**src/kpsfa_pkg.sv**
```systemverilog
package kpsfa_pkg;

  localparam int WORD_W    = 16;
  localparam int LINE_BITS = 8;
  localparam int MAP_W     = 64;
  localparam int CNT_W     = 4;
  localparam int ADDR_W    = 1;

  // register indexes
  localparam logic [ADDR_W-1:0] REG_ROW_COUNT = 1'b0;
  localparam logic [ADDR_W-1:0] REG_COL_COUNT = 1'b1;

  // low n bits set, all eight at n >= LINE_BITS
  function automatic logic [LINE_BITS-1:0] low_mask8(input logic [CNT_W-1:0] n);
    logic [LINE_BITS-1:0] m;
    m = '0;
    for (int i = 0; i < LINE_BITS; i++) begin
      m[i] = (CNT_W'(i) < n);
    end
    return m;
  endfunction

endpackage

```
**src/keypad_scan_frame_accumulator_unit.sv**
```systemverilog
// Channel  Signals                                   Dir  Notes
// in       in_valid/in_ready, scan_word[15:0]        in   row one-hot [15:8], cols [7:0]
// out      out_valid/out_ready, key_map[63:0],       out  one result item per input item
//          map_changed, hold_timer
// cfg      cfg_we, cfg_addr[0], cfg_data[3:0]        in   0 row_count, 1 col_count
//
// One item per cycle sustained while the output is not stalled. An accepted item
// is registered in the input register, then the key bitmap logic runs and loads
// the result register, which raises out_valid. Sync reset (rst) clears both
// stages and all bitmaps; row_count/col_count return to 8. A stalled output
// holds the result register; the input register still fills, then in_ready drops.
module keypad_scan_frame_accumulator_unit
  import kpsfa_pkg::*;
#(
  parameter int MAX_ROWS = 8,
  parameter int MAX_COLS = 8
) (
  input  logic                clk,
  input  logic                rst,
  input  logic                in_valid,
  output logic                in_ready,
  input  logic [WORD_W-1:0]   scan_word,
  output logic                out_valid,
  input  logic                out_ready,
  output logic [MAP_W-1:0]    key_map,
  output logic                map_changed,
  output logic                hold_timer,
  input  logic                cfg_we,
  input  logic [ADDR_W-1:0]   cfg_addr,
  input  logic [CNT_W-1:0]    cfg_data
);

  localparam int ROW_W = $clog2(LINE_BITS);
  localparam int OFS_W = ROW_W + CNT_W;

  // configuration
  logic [CNT_W-1:0] row_count;
  logic [CNT_W-1:0] col_count;

  // input stage
  logic              s1_valid;
  logic [WORD_W-1:0] s1_word;

  // scan state
  logic [WORD_W-1:0] prev_scan;
  logic [MAP_W-1:0]  frame_keys;
  logic [MAP_W-1:0]  pending_keys;

  logic              advance;
  logic [CNT_W-1:0]  nrows;
  logic [CNT_W-1:0]  ncols;
  logic [LINE_BITS-1:0] rows;
  logic [LINE_BITS-1:0] cols;
  logic [ROW_W-1:0]  row;
  logic [OFS_W-1:0]  offset;
  logic [MAP_W-1:0]  add_keys;
  logic              boundary;
  logic [MAP_W-1:0]  frame_keys_next;
  logic [MAP_W-1:0]  pending_keys_next;

  // result register drains or is empty -> input stage can move on
  assign advance  = s1_valid && (!out_valid || out_ready);
  assign in_ready = !s1_valid || advance;

  always_ff @(posedge clk) begin
    if (rst) begin
      row_count <= CNT_W'(8);
      col_count <= CNT_W'(8);
    end else if (cfg_we) begin
      case (cfg_addr)
        REG_ROW_COUNT: row_count <= cfg_data;
        REG_COL_COUNT: col_count <= cfg_data;
        default: ;
      endcase
    end
  end

  always_ff @(posedge clk) begin
    if (rst) begin
      s1_valid <= 1'b0;
    end else if (in_ready) begin
      s1_valid <= in_valid;
    end
  end

  always_ff @(posedge clk) begin
    if (in_valid && in_ready) begin
      s1_word <= scan_word;
    end
  end

  // saturate counts at the build maxima
  assign nrows = (row_count > CNT_W'(MAX_ROWS)) ? CNT_W'(MAX_ROWS) : row_count;
  assign ncols = (col_count > CNT_W'(MAX_COLS)) ? CNT_W'(MAX_COLS) : col_count;

  assign rows = s1_word[WORD_W-1 -: LINE_BITS] & low_mask8(nrows);
  assign cols = s1_word[LINE_BITS-1:0] & low_mask8(ncols);

  // lowest active row wins
  always_comb begin
    row = '0;
    for (int i = LINE_BITS - 1; i >= 0; i--) begin
      if (rows[i]) begin
        row = ROW_W'(i);
      end
    end
  end

  assign offset   = OFS_W'(row) * OFS_W'(ncols);
  // bits shifted past the top of the map are dropped
  assign add_keys = (rows != '0) ? (MAP_W'(cols) << offset) : '0;
  assign boundary = (prev_scan >= s1_word);

  always_comb begin
    frame_keys_next   = boundary ? pending_keys : frame_keys;
    pending_keys_next = boundary ? '0 : pending_keys;
    if (s1_word == '0) begin
      // release clears everything
      frame_keys_next   = '0;
      pending_keys_next = '0;
    end else begin
      pending_keys_next = pending_keys_next | add_keys;
    end
  end

  always_ff @(posedge clk) begin
    if (rst) begin
      prev_scan    <= '0;
      frame_keys   <= '0;
      pending_keys <= '0;
    end else if (advance) begin
      prev_scan    <= s1_word;
      frame_keys   <= frame_keys_next;
      pending_keys <= pending_keys_next;
    end
  end

  // reported map always tracks frame_keys after a step
  always_ff @(posedge clk) begin
    if (rst) begin
      out_valid <= 1'b0;
    end else if (advance) begin
      out_valid <= 1'b1;
    end else if (out_ready) begin
      out_valid <= 1'b0;
    end
  end

  always_ff @(posedge clk) begin
    if (advance) begin
      key_map     <= frame_keys_next;
      map_changed <= (frame_keys_next != frame_keys);
      hold_timer  <= (frame_keys_next != '0);
    end
  end

endmodule

```
**config.mk**
```make
export PLATFORM = sky130hd
export DESIGN_NAME = keypad_scan_frame_accumulator_unit
export DESIGN_NICKNAME = d
export VERILOG_FILES = /design/src/kpsfa_pkg.sv /design/src/keypad_scan_frame_accumulator_unit.sv
export SDC_FILE = /design/constraint.sdc
export NUM_CORES = 1
export LEC_CHECK = 0
export BUFFER_PORTS_ARGS = -buffer_cell sky130_fd_sc_hd__buf_2
export CAP_MARGIN = 20
export CORE_ASPECT_RATIO = 0.6
export CORE_MARGIN = 5
export CORE_UTILIZATION = 53
export CTS_CLUSTER_SIZE = 20
export DETAILED_ROUTE_END_ITERATION = 12
export PLACE_DENSITY = 0.72
export SYNTH_ARGS = -nofsm -noshare
export SYNTH_HDL_FRONTEND = slang
export SYNTH_SLANG_ARGS = --single-unit
```
**constraint.sdc**
```tcl
create_clock -name clk -period 5.1 [get_ports clk]
set_clock_uncertainty 0.15 [all_clocks]
set_input_delay 1.02 -clock clk [delete_from_list [all_inputs] [get_ports clk]]
set_output_delay 1.02 -clock clk [all_outputs]
set_load 0.1 [all_outputs]
```
* Yosys cells after proc, flatten, opt, wreduce, memory -nomap -nowiden
Cells that the tools add are included.
** Word-level totals
- Word-level logic and storage cells :: 66
- Bits of input ports :: 26
- Register bits after elaboration :: 236
** Cells by class
- Equality and inequality tests :: 1
- Bitwise logic cells :: 4
- Multiplexer cells :: 17
- Reductions and logical operators :: 12
- $lt $le $gt $ge :: 19
- $mul :: 1
- Shifts and indexed selects :: 1
** Operators with widths (number)
- 64-bit two-way mux :: 5
- 64-bit != test :: 1
- 64-bit bitwise OR :: 1
- 64-bit nonzero test :: 1
- 8-bit by 7-bit << shifter with 64-bit output :: 1
- 3-bit by 4-bit < comparator with 1-bit output, first input constant :: 8
- 3-bit two-way mux :: 8
- 8-bit bitwise AND :: 2
- 16-bit greater-or-equal comparator :: 1
- 16-bit logical NOT :: 1
- 1-bit by 4-bit < comparator with 1-bit output, first input constant :: 4
- 2-bit by 4-bit < comparator with 1-bit output, first input constant :: 4
- 4-bit greater-than comparator, second input constant :: 2
- 4-bit two-way mux :: 2
- 8-bit nonzero test :: 1
- 3-bit by 4-bit multiplier with 7-bit output :: 1
- 2-bit AND reduction :: 2
- 1-bit logical AND :: 2
- 1-bit logical NOT :: 2
- 1-bit logical OR :: 2
- 1-bit two-way mux :: 2
- 2-bit nonzero test :: 1
- 1-bit inverter :: 1

* Longest topological paths before layout
- Depth after elaboration :: 17
- Depth in mapped cells :: 17
- Gate-level depth less buffers :: 16

* Worst setup path after synthesis
No wires, ideal clock.
- Path kind :: register to register
- From :: register s1_word[8]
- To :: register pending_keys[34]
- Stages on the path, launching flop included :: 14
- Arrival :: 4.017 ns
- Slack :: 0.859 ns
- Cell sequence :: edfxtp_1 a2111oi_0 o211ai_1 o21bai_1 or2_2 fa_1 inv_1 fa_1 a21o_1 a21oi_1 o31ai_2 or3_1 or4_1 a31oi_1
** Between the ends
- Word-level cells in the longest chain between the ends :: 7
- Elaborated cells on any way between the ends :: 11
- Classes of those cells :: mul: 1; order compare: 1; shift: 1; mux: 4; bitwise: 2; reduce/logical: 2
** Ends and longest elaborated chain
- start, declared :: RTL line keypad_scan_frame_accumulator_unit.sv:42 : logic [WORD_W-1:0] s1_word;
- start signal, assigned :: RTL line keypad_scan_frame_accumulator_unit.sv:88 : s1_word <= scan_word;
- 8-bit bitwise AND :: RTL line keypad_scan_frame_accumulator_unit.sv:96 : assign rows = s1_word[WORD_W-1 -: LINE_BITS] & low_mask8(nrows);
- 3-bit two-way mux :: RTL line keypad_scan_frame_accumulator_unit.sv:103 : if (rows[i]) begin
- 3-bit by 4-bit multiplier with 7-bit output :: RTL line keypad_scan_frame_accumulator_unit.sv:109 : assign offset = OFS_W'(row) * OFS_W'(ncols);
- 8-bit by 7-bit << shifter with 64-bit output :: RTL line keypad_scan_frame_accumulator_unit.sv:111 : assign add_keys = (rows != '0) ? (MAP_W'(cols) << offset) : '0;
- 64-bit two-way mux :: RTL line keypad_scan_frame_accumulator_unit.sv:111
- 64-bit bitwise OR :: RTL line keypad_scan_frame_accumulator_unit.sv:122 : pending_keys_next = pending_keys_next | add_keys;
- 64-bit two-way mux (*) :: RTL line keypad_scan_frame_accumulator_unit.sv:117 : if (s1_word == '0) begin
- end signal, assigned :: RTL line keypad_scan_frame_accumulator_unit.sv:134 : pending_keys <= pending_keys_next;
- end, declared :: RTL line keypad_scan_frame_accumulator_unit.sv:47 : logic [MAP_W-1:0] pending_keys;
Every way passes the cells marked *; elsewhere a longest branch is shown, timed or not.
A chain may end at the register's enable or synchronous reset.

* Worst setup path in the final report
- From :: register s1_word[8]
- To :: register pending_keys[17]
The elaborated chain is that of the path after synthesis.

==> key figures <==
Run status
  – Status: finished, final reports clean

Detailed routing
  – Routed WL: 38,800 um
  – ANT nets after route: 0
  – DRT iter0 DRCs: 1,244
  – # DRC: 0
  – Via count: 10,581
  – DR vias/cell: 6.39
  – Pre-antenna DRT Iters: 7
  – Routed WL per cell: 23.4 um

Synth
  – Seq/Total Area, Yosys: 47.0%
  – Most common flop cell mapped by yosys: dfxtp_1
  – Area contributors post-synth: dfxtp_1, edfxtp_1, mux2i_1
  – Most frequent cell after synthesis: nand2_1
  – Yosys reg bits: 236
  – EDFF count, synth: 82
  – Async SR Flop Fraction: 0%
  – Syn nets: 1,337
  – Syn Inst Count: 1,286
  – Synth warnings: 0
  – Avg Cell Area, Syn: 9.18 um2
  – Unique masters post-synth: 76
  – Synth cell count leaders: nand2_1, dfxtp_1, nor2_1, a21oi_1, edfxtp_1
  – Cell Area, Synth: 11,800 um2
  – Largest area contributor in the netlist: dfxtp_1
  – Area share of the largest cell type after synthesis: 26.1%

Clocking
  – Clk Tree Root Cell: clkbuf_16
  – Worst skew pair latency: 0.52 ns
  – Clock Path Buffers: 3
  – Clock slew at reported path FFs: 0.07 ns
  – # Post-CTS Setup Buffers: 0
  – CTS H-tree depth: 1
  – CTS tree: built
  – Clock Sinks: 236
  – TritonCTS buffer count: 23

Setup path
  – Most used cell along the critical path: fa_1
  – CP startpoint kind: flip-flop
  – Reg2Reg Depth: 13
  – Worst path buffer plus inverter count: 1
  – CP max stage cell: fa_1
  – CP Capture Type: flip-flop
  – Critical-path cell list: a2111oi_1 -> o211ai_1 -> o21bai_1 -> or2_2 -> fa_1 -> inv_1 -> fa_1 -> a21o_1 -> a21oi_1 -> o31ai_2 -> nor4_1 -> nand2_1 -> o221ai_1
  – Critical Path Fanout Max: 10
  – CP Depth: 13
  – Worst endpoint data arrival time: 5.09 ns
  – Worst path max stage delay: 0.54 ns
  – CP delay by family, top: compound AO/OA/AOI/OAI gates
  – Worst EP required: 5.38 ns
  – Crit path kind: reg -> reg

Timing
  – TNS Setup: 0 ns
  – Final Hold Slack: 0.311 ns
  – Crit share post-route: 94.4%
  – Final Hold Fails: 0
  – Final Setup Violations: 0
  – Normalized max-slew margin: 22.6%
  – Worst-Margin Slew: 1.13 ns
  – Max-slew violations: 0
  – Fmax: 208 MHz
  – RSZ-0062 raised after global routing: no
  – Period minus WS final: 4.81 ns

Pwr
  – Int Pwr: 3.21 mW
  – Clock Power Share: 41.5%
  – Power Dens Cells: 329 nW/um2
  – Comb power frac: 12.0%
  – Reg power frac: 46.5%
  – VDD IR max: 0.198 mV
  – P_sw: 1.18 mW
  – Leakage: 4.97 nW
  – Switching share of power: 26.9%

Finish
  – Ant diodes: 0
  – FILL cells: 1,952
  – Finished Layout Cells: 1,656
  – Layout cells sized above 1: 13.1%
  – Register area: 5550 um2
  – Area Growth Syn to Fin: 13.1%
  – # nets final: 1,404
  – Final instance area: 13,400 um2
  – Area of the multi-input gates: 5760 um2
  – Final core occ: 60.8%

Place
  – RD Place Congestion: 1.07
  – Placed Instances: 1,613
  – Area post-placement: 12,500 um2
  – # port buffers: 93
  – HPWL after DPL: 29,000 um

Min path
  – Worst hold path type: reg -> reg
  – Hold path cells: 2

Floorplan
  – FP Rows: 42
  – Io pins: 94
  – DIE WIDTH: 203 um
  – Total core area: 22,000 um2
  – Die Area: 25,500 um2
  – Die H: 126 um
  – Initial Utilization: 53.7%

Global route
  – Vias in the first global route: 9,669
  – Largest net degree at the start of global routing: 76
  – First-pass GRT wire length: 58,400 um
  – Congestion Overflow GR: 0
  – Antenna violations before repair: 0
  – GRT Util Overall: 29.4%

Flow run
  – Max cap viols: 0
==> per-stage QoR <==
step           total power, mW  setup slack [ns]
6_report                  4.40             0.287
5_1_grt                   4.52            0.0461
4_1_cts                   4.40             0.350
3_5_place_dp              2.60             0.390
3_3_place_gp              2.59             0.470
2_1_floorplan             2.45             0.859
==> power by group through the flow <==
stage	Clock [mW]	Combinational (mW)	Sequential [mW]
after floorplan	0	0.247	2.21
after global placement	0	0.509	2.08
after detailed placement	0	0.513	2.08
after CTS	1.84	0.516	2.04
after global routing	1.91	0.557	2.05
final	1.82	0.527	2.05
==> state kept, by name, indices dropped and copies added, names as in the netlist, 4 cells and up <==
| name | count |
|---|---|
| col_count | 4 |
| prev_scan | 16 |
| pending_keys | 64 |
| frame_keys | 64 |
| row_count | 4 |
| key_map | 64 |
| s1_word | 16 |
==> layer usage <==
| metal | up-vias | global-route usage (%) | share of wire [%] |
|---|---|---|---|
| met5 | - | 0 | 0 |
| met4 | 0 | 4.95 | 1.7 |
| met3 | 50 | 12.6 | 15 |
| met2 | 612 | 37.1 | 37 |
| met1 | 5110 | 46.5 | 47 |
| li1 | 4809 | - | - |
==> cell families (layout without fill, tap and decap cells) <==
family          Yosys count  after routing  share of synthesized area, %
compound gates          295            295                          16.4
xor+xnor                 21             21                          1.56
fa+ha+maj                25             25                          2.84
buf+inv                 138            222                          4.59
flops                   236            236                          47.0
mux                      82             82                          7.66
simple gates            489            489                          20.0
==> what timing repair did <==
item                                    in CTS  in global routing
gates resized for setup                      0                  1
endpoints found under the setup margin       0                 14
hold buffers                                 0                  0
==> path summary, 6_finish.rpt <==
path / from / endpoint / slack [ns]
max reg2reg: s1_word[8] / pending_keys[17] / 0.29
min: prev_scan[6] / prev_scan[6] / 0.31
max: s1_word[8] / pending_keys[17] / 0.29
min reg2reg: prev_scan[6] / prev_scan[6] / 0.31
==> layout make-up <==
| type | instances | share of cell area, % |
|---|---|---|
| Multi-Input combinational cell | 912 | 43.1 |
| Inverter | 65 | 1.84 |
| Clock buffer | 32 | 5.10 |
| Tap cell | 286 | 2.68 |
| Sequential cell | 236 | 41.5 |
| Clock inverter | 10 | 0.946 |
| Timing Repair Buffer | 115 | 4.82 |
==> cells in the final DEF, fill, tap and decap left out, types with 5 or more instances in the layout <==
cell       Yosys  final
nor4_1        36     36
xnor2_1       15     15
nor4bb_1       5      5
mux4_2         6      6
o211ai_1       5      5
a21o_1         6      6
nand3_1       17     17
a22oi_1        5      5
a221oi_1       7      7
mux2i_1       72     72
nor2b_1        7      7
edfxtp_1      82     82
nand2_1      163    163
clkinv_2       0      5
nand4_1       13     13
inv_1         63     62
nand2b_1      17     16
ha_1          22     22
clkbuf_16      0     24
o21ai_1       21     21
xor2_1         6      6
o221ai_1       9      9
dfxtp_1      154    154
buf_2         10     92
nor3_1        10     10
o22ai_1       21     20
o21ai_0       32     32
or3_1         69     69
nor2_1       122    122
a31oi_1       11     11
clkbuf_8       0      5
a22o_1        28     28
a21oi_1      100    100
or2_2          5      5
buf_4          1     21
or4_1          7      7
==> worst min-delay path, cell delays in order (launching register included) <==
cell	delay [ns]
dfxtp_1	0.31
nand2_1	0.05
a21oi_1	0.05
(Power assumes the default switching activity.)
